### src/hw/rtl/clnws_pkg.sv
// ----------------------------------------------------------------------------
// Character LCD nibble write sequencer package
// Shared types, register indexes, command codes and init byte table.
// ----------------------------------------------------------------------------
`default_nettype none

package clnws_pkg;

    localparam int WAIT_BITS     = 20;
    localparam int HOLD_SUM_BITS = WAIT_BITS + 2;
    localparam int STEP_BITS     = 5;
    localparam int CFG_IDX_BITS  = 3;

    localparam logic [WAIT_BITS-1:0] WAIT_MAX = {WAIT_BITS{1'b1}};

    localparam logic [STEP_BITS-1:0] STEP_BYTE_LAST  = 5'd3;
    localparam logic [STEP_BITS-1:0] STEP_INIT_LAST  = 5'd24;
    localparam logic [STEP_BITS-1:0] STEP_NIBBLE_END = 5'd8;
    localparam logic [STEP_BITS-1:0] STEP_BYTES_BASE = 5'd9;

    localparam logic [7:0] INIT_FUNC_SET  = 8'h28;
    localparam logic [7:0] INIT_DISP_ON   = 8'h0C;
    localparam logic [7:0] INIT_CLEAR     = 8'h01;
    localparam logic [7:0] INIT_ENTRY     = 8'h06;
    localparam logic [7:0] CMD_SET_DDRAM  = 8'h80;
    localparam logic [3:0] WAKE_NIBBLE    = 4'h3;
    localparam logic [3:0] MODE4_NIBBLE   = 4'h2;

    localparam logic [6:0] LINE1_BASE = 7'h00;
    localparam logic [6:0] LINE2_BASE = 7'h40;
    localparam logic [6:0] LINE3_BASE = 7'h14;
    localparam logic [6:0] LINE4_BASE = 7'h54;

    localparam logic [1:0] CLEAR_BYTE_IDX = 2'd2;

    typedef enum logic [1:0] {
        CMD_INSTR = 2'd0,
        CMD_DATA  = 2'd1,
        CMD_GOTO  = 2'd2,
        CMD_INIT  = 2'd3
    } t_cmd;

    typedef enum logic [CFG_IDX_BITS-1:0] {
        REG_ENABLE_TICKS  = 3'd0,
        REG_SETUP_TICKS   = 3'd1,
        REG_POWERUP_TICKS = 3'd2,
        REG_SETTLE_TICKS  = 3'd3,
        REG_CLEAR_TICKS   = 3'd4,
        REG_FOUR_LINE     = 3'd5
    } t_cfg_idx;

    typedef struct packed {
        t_cmd       command;
        logic [7:0] byte_value;
        logic [7:0] line;
        logic [7:0] column;
    } t_in;

    typedef struct packed {
        logic                 register_select;
        logic                 read_write;
        logic [3:0]           data_nibble;
        logic                 enable_level;
        logic [WAIT_BITS-1:0] hold_ticks;
        logic                 last;
    } t_out;

    typedef struct packed {
        logic [WAIT_BITS-1:0] enable_ticks;
        logic [WAIT_BITS-1:0] setup_ticks;
        logic [WAIT_BITS-1:0] powerup_ticks;
        logic [WAIT_BITS-1:0] settle_ticks;
        logic [WAIT_BITS-1:0] clear_ticks;
        logic                 four_line_mode;
    } t_cfg;

    function automatic logic [7:0] init_byte(input logic [1:0] idx);
        logic [7:0] b;
        case (idx)
            2'd0: b = INIT_FUNC_SET;
            2'd1: b = INIT_DISP_ON;
            2'd2: b = INIT_CLEAR;
            default: b = INIT_ENTRY;
        endcase
        return b;
    endfunction

endpackage

`default_nettype wire

### src/hw/rtl/clnws_cfg_regs.sv
// ----------------------------------------------------------------------------
// Configuration registers
// Timing and line mode registers, written through a plain write port.
// ----------------------------------------------------------------------------
`default_nettype none

module clnws_cfg_regs
    import clnws_pkg::*;
(
    input  wire logic                    i_clk,
    input  wire logic                    i_rst_n,
    input  wire logic                    i_cfg_we,
    input  wire logic [CFG_IDX_BITS-1:0] i_cfg_index,
    input  wire logic [WAIT_BITS-1:0]    i_cfg_wdata,
    output t_cfg                         o_cfg
);

    t_cfg r_cfg;

    always_ff @(posedge i_clk) begin
        if (!i_rst_n) begin
            r_cfg.enable_ticks   <= WAIT_BITS'(1000);
            r_cfg.setup_ticks    <= WAIT_BITS'(2000);
            r_cfg.powerup_ticks  <= WAIT_BITS'(80000);
            r_cfg.settle_ticks   <= WAIT_BITS'(20000);
            r_cfg.clear_ticks    <= WAIT_BITS'(500000);
            r_cfg.four_line_mode <= 1'b0;
        end else if (i_cfg_we) begin
            case (i_cfg_index)
                REG_ENABLE_TICKS:  r_cfg.enable_ticks   <= i_cfg_wdata;
                REG_SETUP_TICKS:   r_cfg.setup_ticks    <= i_cfg_wdata;
                REG_POWERUP_TICKS: r_cfg.powerup_ticks  <= i_cfg_wdata;
                REG_SETTLE_TICKS:  r_cfg.settle_ticks   <= i_cfg_wdata;
                REG_CLEAR_TICKS:   r_cfg.clear_ticks    <= i_cfg_wdata;
                REG_FOUR_LINE:     r_cfg.four_line_mode <= i_cfg_wdata[0];
                default: ;
            endcase
        end
    end

    assign o_cfg = r_cfg;

endmodule

`default_nettype wire

### src/hw/rtl/clnws_step_gen.sv
// ----------------------------------------------------------------------------
// Pin state generator
// Maps the held request and its step number to one pin state and hold time.
// ----------------------------------------------------------------------------
`default_nettype none

module clnws_step_gen
    import clnws_pkg::*;
(
    input  wire t_in                   i_req,
    input  wire logic [STEP_BITS-1:0]  i_step,
    input  wire t_cfg                  i_cfg,
    output t_out                       o_out
);

    logic [WAIT_BITS-1:0]     pulse;
    logic [WAIT_BITS-1:0]     extra;
    logic [HOLD_SUM_BITS-1:0] low_sum;
    logic [WAIT_BITS-1:0]     low_hold;
    logic [6:0]               base;
    logic [6:0]               addr;
    logic [7:0]               byte_sel;
    logic [STEP_BITS-1:0]     nib_step;
    logic [STEP_BITS-1:0]     byte_step;
    logic                     idle_state;
    logic                     rs;
    logic                     en;
    logic [3:0]               nib;
    logic                     last;

    assign pulse = (i_cfg.enable_ticks == '0) ? WAIT_BITS'(1) : i_cfg.enable_ticks;

    always_comb begin
        case (i_req.line)
            8'd2:    base = LINE2_BASE;
            8'd3:    base = i_cfg.four_line_mode ? LINE3_BASE : LINE1_BASE;
            8'd4:    base = i_cfg.four_line_mode ? LINE4_BASE : LINE1_BASE;
            default: base = LINE1_BASE;
        endcase
    end

    assign addr      = base + i_req.column[6:0] + 7'h7F;
    assign nib_step  = i_step - 5'd1;
    assign byte_step = i_step - STEP_BYTES_BASE;

    always_comb begin
        rs         = 1'b0;
        en         = 1'b0;
        nib        = 4'h0;
        extra      = '0;
        last       = 1'b0;
        idle_state = 1'b0;
        byte_sel   = i_req.byte_value;
        case (i_req.command)
            CMD_INSTR, CMD_DATA, CMD_GOTO: begin
                rs = (i_req.command == CMD_DATA);
                if (i_req.command == CMD_GOTO) begin
                    byte_sel = CMD_SET_DDRAM | {1'b0, addr};
                end
                en   = !i_step[0];
                nib  = i_step[1] ? byte_sel[3:0] : byte_sel[7:4];
                last = (i_step == STEP_BYTE_LAST);
            end
            CMD_INIT: begin
                if (i_step == '0) begin
                    idle_state = 1'b1;
                end else if (i_step <= STEP_NIBBLE_END) begin
                    en    = !nib_step[0];
                    nib   = (nib_step[2:1] == 2'd3) ? MODE4_NIBBLE : WAKE_NIBBLE;
                    extra = (nib_step[2:1] == 2'd0) ? i_cfg.powerup_ticks
                                                    : i_cfg.settle_ticks;
                end else begin
                    byte_sel = init_byte(byte_step[3:2]);
                    en       = !byte_step[0];
                    nib      = byte_step[1] ? byte_sel[3:0] : byte_sel[7:4];
                    if (byte_step[3:2] == CLEAR_BYTE_IDX && byte_step[1]) begin
                        extra = i_cfg.clear_ticks;
                    end
                end
                last = (i_step == STEP_INIT_LAST);
            end
            default: ;
        endcase
    end

    assign low_sum  = {2'b00, pulse} + {2'b00, i_cfg.setup_ticks} + {2'b00, extra};
    assign low_hold = (low_sum > {2'b00, WAIT_MAX}) ? WAIT_MAX : low_sum[WAIT_BITS-1:0];

    always_comb begin
        o_out.register_select = rs;
        o_out.read_write      = 1'b0;
        o_out.data_nibble     = nib;
        o_out.enable_level    = en;
        o_out.last            = last;
        if (idle_state) begin
            o_out.hold_ticks = i_cfg.powerup_ticks;
        end else if (en) begin
            o_out.hold_ticks = pulse;
        end else begin
            o_out.hold_ticks = low_hold;
        end
    end

endmodule

`default_nettype wire

### src/hw/rtl/char_lcd_nibble_write_sequencer.sv
// ----------------------------------------------------------------------------
// Character LCD nibble write sequencer
// Turns LCD requests into bursts of timed pin states for a 4-bit bus.
// ----------------------------------------------------------------------------
// Each request expands into a burst of pin-state beats, one beat per cycle
// while the output is not stalled: 4 beats for an instruction, data or cursor
// request, 25 beats for the power-up sequence, the final beat marked by last.
// The request register feeds a single pin state generator whose step counter
// advances once per cycle while the output is not stalled.
// An accepted request is registered before its first beat reaches the output
// register; the next request is accepted in the same cycle that the previous
// burst's final beat is loaded there, so bursts follow without a gap.
`default_nettype none

module char_lcd_nibble_write_sequencer
    import clnws_pkg::*;
(
    input  wire logic                    i_clk,
    input  wire logic                    i_rst_n,
    input  wire logic                    i_cfg_we,
    input  wire logic [CFG_IDX_BITS-1:0] i_cfg_index,
    input  wire logic [WAIT_BITS-1:0]    i_cfg_wdata,
    input  wire logic                    i_in_valid,
    output logic                         o_in_stall,
    input  wire t_in                     i_in_data,
    output logic                         o_out_valid,
    input  wire logic                    i_out_stall,
    output t_out                         o_out_data
);

    t_cfg                 cfg;
    t_out                 gen;
    t_in                  r_req;
    logic                 r_req_vld;
    logic [STEP_BITS-1:0] r_step;
    t_out                 r_out;
    logic                 r_out_vld;
    logic                 out_free;
    logic                 advance;
    logic                 done;
    logic                 accept_in;

    clnws_cfg_regs u_cfg (
        .i_clk       (i_clk),
        .i_rst_n     (i_rst_n),
        .i_cfg_we    (i_cfg_we),
        .i_cfg_index (i_cfg_index),
        .i_cfg_wdata (i_cfg_wdata),
        .o_cfg       (cfg)
    );

    clnws_step_gen u_gen (
        .i_req  (r_req),
        .i_step (r_step),
        .i_cfg  (cfg),
        .o_out  (gen)
    );

    assign out_free  = !r_out_vld || !i_out_stall;
    assign advance   = r_req_vld && out_free;
    assign done      = advance && gen.last;
    assign o_in_stall = r_req_vld && !done;
    assign accept_in = i_in_valid && !o_in_stall;

    always_ff @(posedge i_clk) begin
        if (!i_rst_n) begin
            r_req_vld <= 1'b0;
            r_step    <= '0;
            r_out_vld <= 1'b0;
        end else begin
            if (accept_in) begin
                r_req_vld <= 1'b1;
                r_step    <= '0;
            end else if (done) begin
                r_req_vld <= 1'b0;
            end else if (advance) begin
                r_step <= r_step + 5'd1;
            end
            if (advance) begin
                r_out_vld <= 1'b1;
            end else if (!i_out_stall) begin
                r_out_vld <= 1'b0;
            end
        end
    end

    always_ff @(posedge i_clk) begin
        if (accept_in) begin
            r_req <= i_in_data;
        end
        if (advance) begin
            r_out <= gen;
        end
    end

    assign o_out_valid = r_out_vld;
    assign o_out_data  = r_out;

`ifndef ASSERT_OFF
    a_step_range: assert property (@(posedge i_clk) disable iff (!i_rst_n)
        r_step <= STEP_INIT_LAST)
        else $error("step counter beyond final pin state");

    a_done_clears: assert property (@(posedge i_clk) disable iff (!i_rst_n)
        (done && !accept_in) |=> !r_req_vld)
        else $error("request still held after its final beat");

    a_accept_restart: assert property (@(posedge i_clk) disable iff (!i_rst_n)
        accept_in |=> (r_req_vld && r_step == '0))
        else $error("accepted request did not start at its first step");

    a_write_only: assert property (@(posedge i_clk) disable iff (!i_rst_n)
        o_out_valid |-> !o_out_data.read_write)
        else $error("read strobe driven on the bus");
`endif

endmodule

`default_nettype wire

### config.mk
export PLATFORM = sky130hd
export DESIGN_NAME = char_lcd_nibble_write_sequencer
export DESIGN_NICKNAME = d
export VERILOG_FILES = /design/src/hw/rtl/clnws_pkg.sv /design/src/hw/rtl/clnws_cfg_regs.sv /design/src/hw/rtl/clnws_step_gen.sv /design/src/hw/rtl/char_lcd_nibble_write_sequencer.sv
export SDC_FILE = /design/constraint.sdc
export NUM_CORES = 1
export LEC_CHECK = 0
export BUFFER_PORTS_ARGS = -buffer_cell sky130_fd_sc_hd__buf_2
export CORE_ASPECT_RATIO = 2
export CORE_UTILIZATION = 55
export CTS_BUF_LIST = sky130_fd_sc_hd__clkbuf_16
export CTS_CLUSTER_SIZE = 30
export DETAILED_ROUTE_END_ITERATION = 8
export PLACE_DENSITY = 0.78
export SLEW_MARGIN = 30
export SYNTH_ARGS = -nofsm -noshare
export SYNTH_HDL_FRONTEND = slang
export SYNTH_SLANG_ARGS = --single-unit
### constraint.sdc
create_clock -name i_clk -period 6.7 [get_ports i_clk]
set_input_delay 1.005 -clock i_clk [delete_from_list [all_inputs] [get_ports i_clk]]
set_output_delay 1.005 -clock i_clk [all_outputs]
set_load 0.01 [all_outputs]
==> out/qor.csv <==
stage;metric;value;unit
grt;antenna_found_initial;0;
clock_network;cts_setup_buffers;0;
layout;num-fill-cells;1410;
layout;fin_area;10200;sq um
floorplanning;initial_core_util;56.08;%
route;via_per_inst;5.810;
route;drt-total-wl;23.64;mm
floorplanning;die_area;17140;sq um
yosys;avgSynthCellArea;8.110;sq um
yosys;synth_flop_cell;dfxtp_1;
layout;stdcell_count;1381;
placement;pre_cts_ws;0.4543;ns
grt;grt_max_degree;105;
sta;slew_headroom;35.64;%
placement;place_area;9610;sq um
grt;first_global_vias;7751;
clock_network;clock-root-buffer;clkbuf_16;
grt;grt_usage;28.73;%
critical_path;critical_path_arrival;6.43;ns
critical_path;path_class;flop to flop;
sta;tightest_slew;0.9643;ns
route;ant_nets;0;
grt;gr-total-overflow;0;
layout;drive_gt1_share;12.32;%
sta;totalNegativeSetupSlack;0;ns
power_and_ir_drop;p_leak;0.004063;uW
critical_path;worst_setup_path_end_kind;flop;
placement;io_buffers;81;
worst_hold_path;min_path_type;flop to flop;
clock_network;ctsHtreeMaxLevel;4;
sta;fin_crit_sh;93.31;%
status;status;complete, no violations;
floorplanning;row_count;66;
sta;layout_setup_ws;0.4481;ns
yosys;synth.cell_area;9124;sq um
layout;antennaDiodeCount;0;
sta;finalCriticalPeriod;6.252;ns
yosys;syn_nets;1232;
route;drt_iter0_markers;569;
floorplanning;die_x;93.08;um
power_and_ir_drop;p_per_area;229.0;nW/um^2
clock_network;numCtsBuffers;17;
sta;report.final.slew_viol_count;0;
route;drc;0;
clock_network;clock_latency;0.44;ns
clock_network;cts-resized-gates;0;
sta;hold_viol;0;
yosys;ys_seq_area_share;40.81;%
route;wire_per_inst;17.12;um
layout;fin_nets;1271;
placement;gp_congestion;1.002;
clock_network;clkSlewWorstSetupHoldPaths;0.06;ns
yosys;synth_edf_count;52;
power_and_ir_drop;vdd_drop_max;0.1512;mV
critical_path;cp_data_required_time;6.88;ns
sta;rsz0062_at_grt;no;
placement;hpwl;17.78;mm
job;maxCapViolCount;0;
floorplanning;io-pin-count;84;
clock_network;clockBufferDepth;2;
critical_path;cp_max_fo;12;
floorplanning;core;16270;sq um
sta;fmaxAchievable;0.1600;GHz
floorplanning;die_h;184.1;um
sta;skew;0.008188;ns
clock_network;numClockSinks;160;
layout;finish.utilization;62.70;%
yosys;ys_types;64;
sta;finalSetupViolCount;0;
yosys;postSynthCellCount;1125;
clock_network;ctsHoldBuffers;0;
yosys;yosysWarnings;0;
layout;area_growth;11.79;%
yosys;ys_async_sr_fraction;0;%
critical_path;cp-start-kind;flop;
placement;dpl.cell_count;1349;
grt;grt_pass1_wl;37.83;mm
route;vias;8023;
clock_network;tritoncts;done;
yosys;yosys_register_bits;160;
route;first_pass_iters;5;
==> cells by family (layout without fill, tap and decap cells) <==
logic type                 Yosys count  after routing  synth area share, %
AOI/OAI and AO/OA                  294            294                20.39
xor gates and xnor gates            42             42                4.032
adders and majority gates           53             53                7.515
buffers and inverters              109            161                4.690
DFF                                160            160                40.81
muxes                                7              7               0.9051
other                                1              1              0.04110
and+or+nand+nor                    459            459                21.61
==> layout make-up <==
| type | instances | area, sq um | share of cell area [%] |
|---|---|---|---|
| Multi-Input combinational cell | 856 | 4990 | 48.92 |
| Clock inverter | 14 | 138.9 | 1.362 |
| Sequential cell | 160 | 3724 | 36.51 |
| Timing Repair Buffer | 96 | 518.0 | 5.079 |
| Inverter | 33 | 123.9 | 1.214 |
| Tap cell | 204 | 255.2 | 2.502 |
| Clock buffer | 18 | 450.4 | 4.416 |
==> cells in the mapped netlist (3+ instances only) <==
| cell | count | share of area (%) |
|---|---|---|
| nand2_1 | 287 | 12 |
| dfxtp_1 | 108 | 24 |
| a21oi_1 | 101 | 5.5 |
| a21boi_0 | 76 | 6.3 |
| clkbuf_1 | 69 | 2.8 |
| nor2_1 | 60 | 2.5 |
| edfxtp_1 | 52 | 17 |
| ha_1 | 50 | 6.9 |
| o21ai_0 | 50 | 2.7 |
| nand3_1 | 42 | 2.3 |
| xnor2_1 | 33 | 3.2 |
| inv_1 | 31 | 1.3 |
| a21o_1 | 12 | 0.99 |
| nor2b_1 | 12 | 0.82 |
| nor3_1 | 11 | 0.60 |
| a211oi_1 | 9 | 0.74 |
| nand2b_1 | 9 | 0.62 |
| xor2_1 | 9 | 0.86 |
| nand4_1 | 8 | 0.55 |
| o21bai_1 | 8 | 0.66 |
| mux2i_1 | 6 | 0.66 |
| nor4_1 | 5 | 0.34 |
| o21a_1 | 5 | 0.41 |
| o31ai_1 | 5 | 0.41 |
| o21ai_1 | 4 | 0.22 |
| or2_2 | 4 | 0.27 |
| a2111oi_0 | 3 | 0.29 |
| a211oi_2 | 3 | 0.41 |
| a31oi_1 | 3 | 0.21 |
| and2_1 | 3 | 0.21 |
| fa_1 | 3 | 0.66 |
| o211ai_1 | 3 | 0.25 |
| o311ai_0 | 3 | 0.29 |
==> report_power, final <==
| part | total, uW | switching, uW | leakage [uW] | internal [uW] |
|---|---|---|---|---|
| Clock | 978 | 409 | 0.000296 | 569 |
| Sequential | 1070 | 21.4 | 0.00137 | 1050 |
| Combinational | 289 | 177 | 0.00239 | 112 |
==> per-layer routing <==
| layer | track usage [%] | routed length [um] | share of wire (%) | vias up |
|---|---|---|---|---|
| li1 | - | - | - | 3943 |
| met1 | 30.12 | 8979 | 38 | 3757 |
| met2 | 52.76 | 12480 | 53 | 253 |
| met3 | 5.157 | 1158 | 4.9 | 70 |
| met4 | 16.06 | 1027 | 4.3 | 0 |
| met5 | 0 | 0 | 0 | - |
==> metrics by stage <==
| step | total power (uW) | hold slack (ns) |
|---|---|---|
| floorplan | 1281 | 0.4406 |
| global placement | 1367 | 0.4507 |
| detailed placement | 1375 | 0.4559 |
| CTS | 2340 | 0.4697 |
| global route | 2417 | 0.4818 |
| finish | 2335 | 0.4658 |
==> sequential cells by signal (all words and copies together), names as in the netlist <==
name         flops
o_out_valid      1
r_req           25
r_step           5
u_cfg.o_cfg    101
r_req_vld        1
o_out_data      27
==> worst max-delay path: stages (launching register included) <==
cell and delay, ns:
dfxtp_1 0.34, nor4_1 0.49, nand4_1 0.16, o41ai_1 0.26
buf_4 0.19, ha_1 0.18, inv_1 0.07, fa_1 0.40
nand2b_1 0.19, a211oi_1 0.36, o21ai_1 0.20, a21boi_0 0.18
or2_2 0.15, a21o_1 0.11, a21oi_1 0.07, xnor2_1 0.13
ha_1 0.35, a21o_1 0.23, nand3b_1 0.17, a211oi_1 0.31
nor4b_1 0.12, a2111oi_2 0.32, or3b_1 0.51, buf_4 0.24
a21boi_0 0.17, o21ai_0 0.12
==> cells in the final DEF, fill, tap and decap left out, types with 4 or more instances in the layout <==
cell type  instances
o31ai_1            5
inv_1             33
edfxtp_1          52
o21bai_1           8
buf_4             15
xnor2_1           33
ha_1              50
o21ai_1            4
dfxtp_1          108
o21ai_0           50
nor3_1             9
clkbuf_16         18
nand4_1            8
and2_1             4
nor2b_1           11
a21boi_0          76
or2_2              4
mux2i_1            6
buf_2             81
a211oi_1           9
nor4_1             5
nor2_1            58
o21a_1             5
nand2_1          287
nand2b_1           9
xor2_1             9
a21o_1            12
a21oi_1          101
nand3_1           42
==> worst paths after layout <==
path	startpoint	endpoint	slack (ns)	depth (start not counted)
min	u_cfg.o_cfg[7]$_SDFFE_PN0P_	u_cfg.o_cfg[7]$_SDFFE_PN0P_	0.47	2
min reg2reg	u_cfg.o_cfg[7]$_SDFFE_PN0P_	u_cfg.o_cfg[7]$_SDFFE_PN0P_	0.47	2
max reg2reg	u_cfg.o_cfg[93]$_SDFFE_PN0P_	o_out_data[2]$_DFFE_PP_	0.45	25
max	u_cfg.o_cfg[93]$_SDFFE_PN0P_	o_out_data[2]$_DFFE_PP_	0.45	25
No activity file was read; power rests on OpenSTA's default activity.
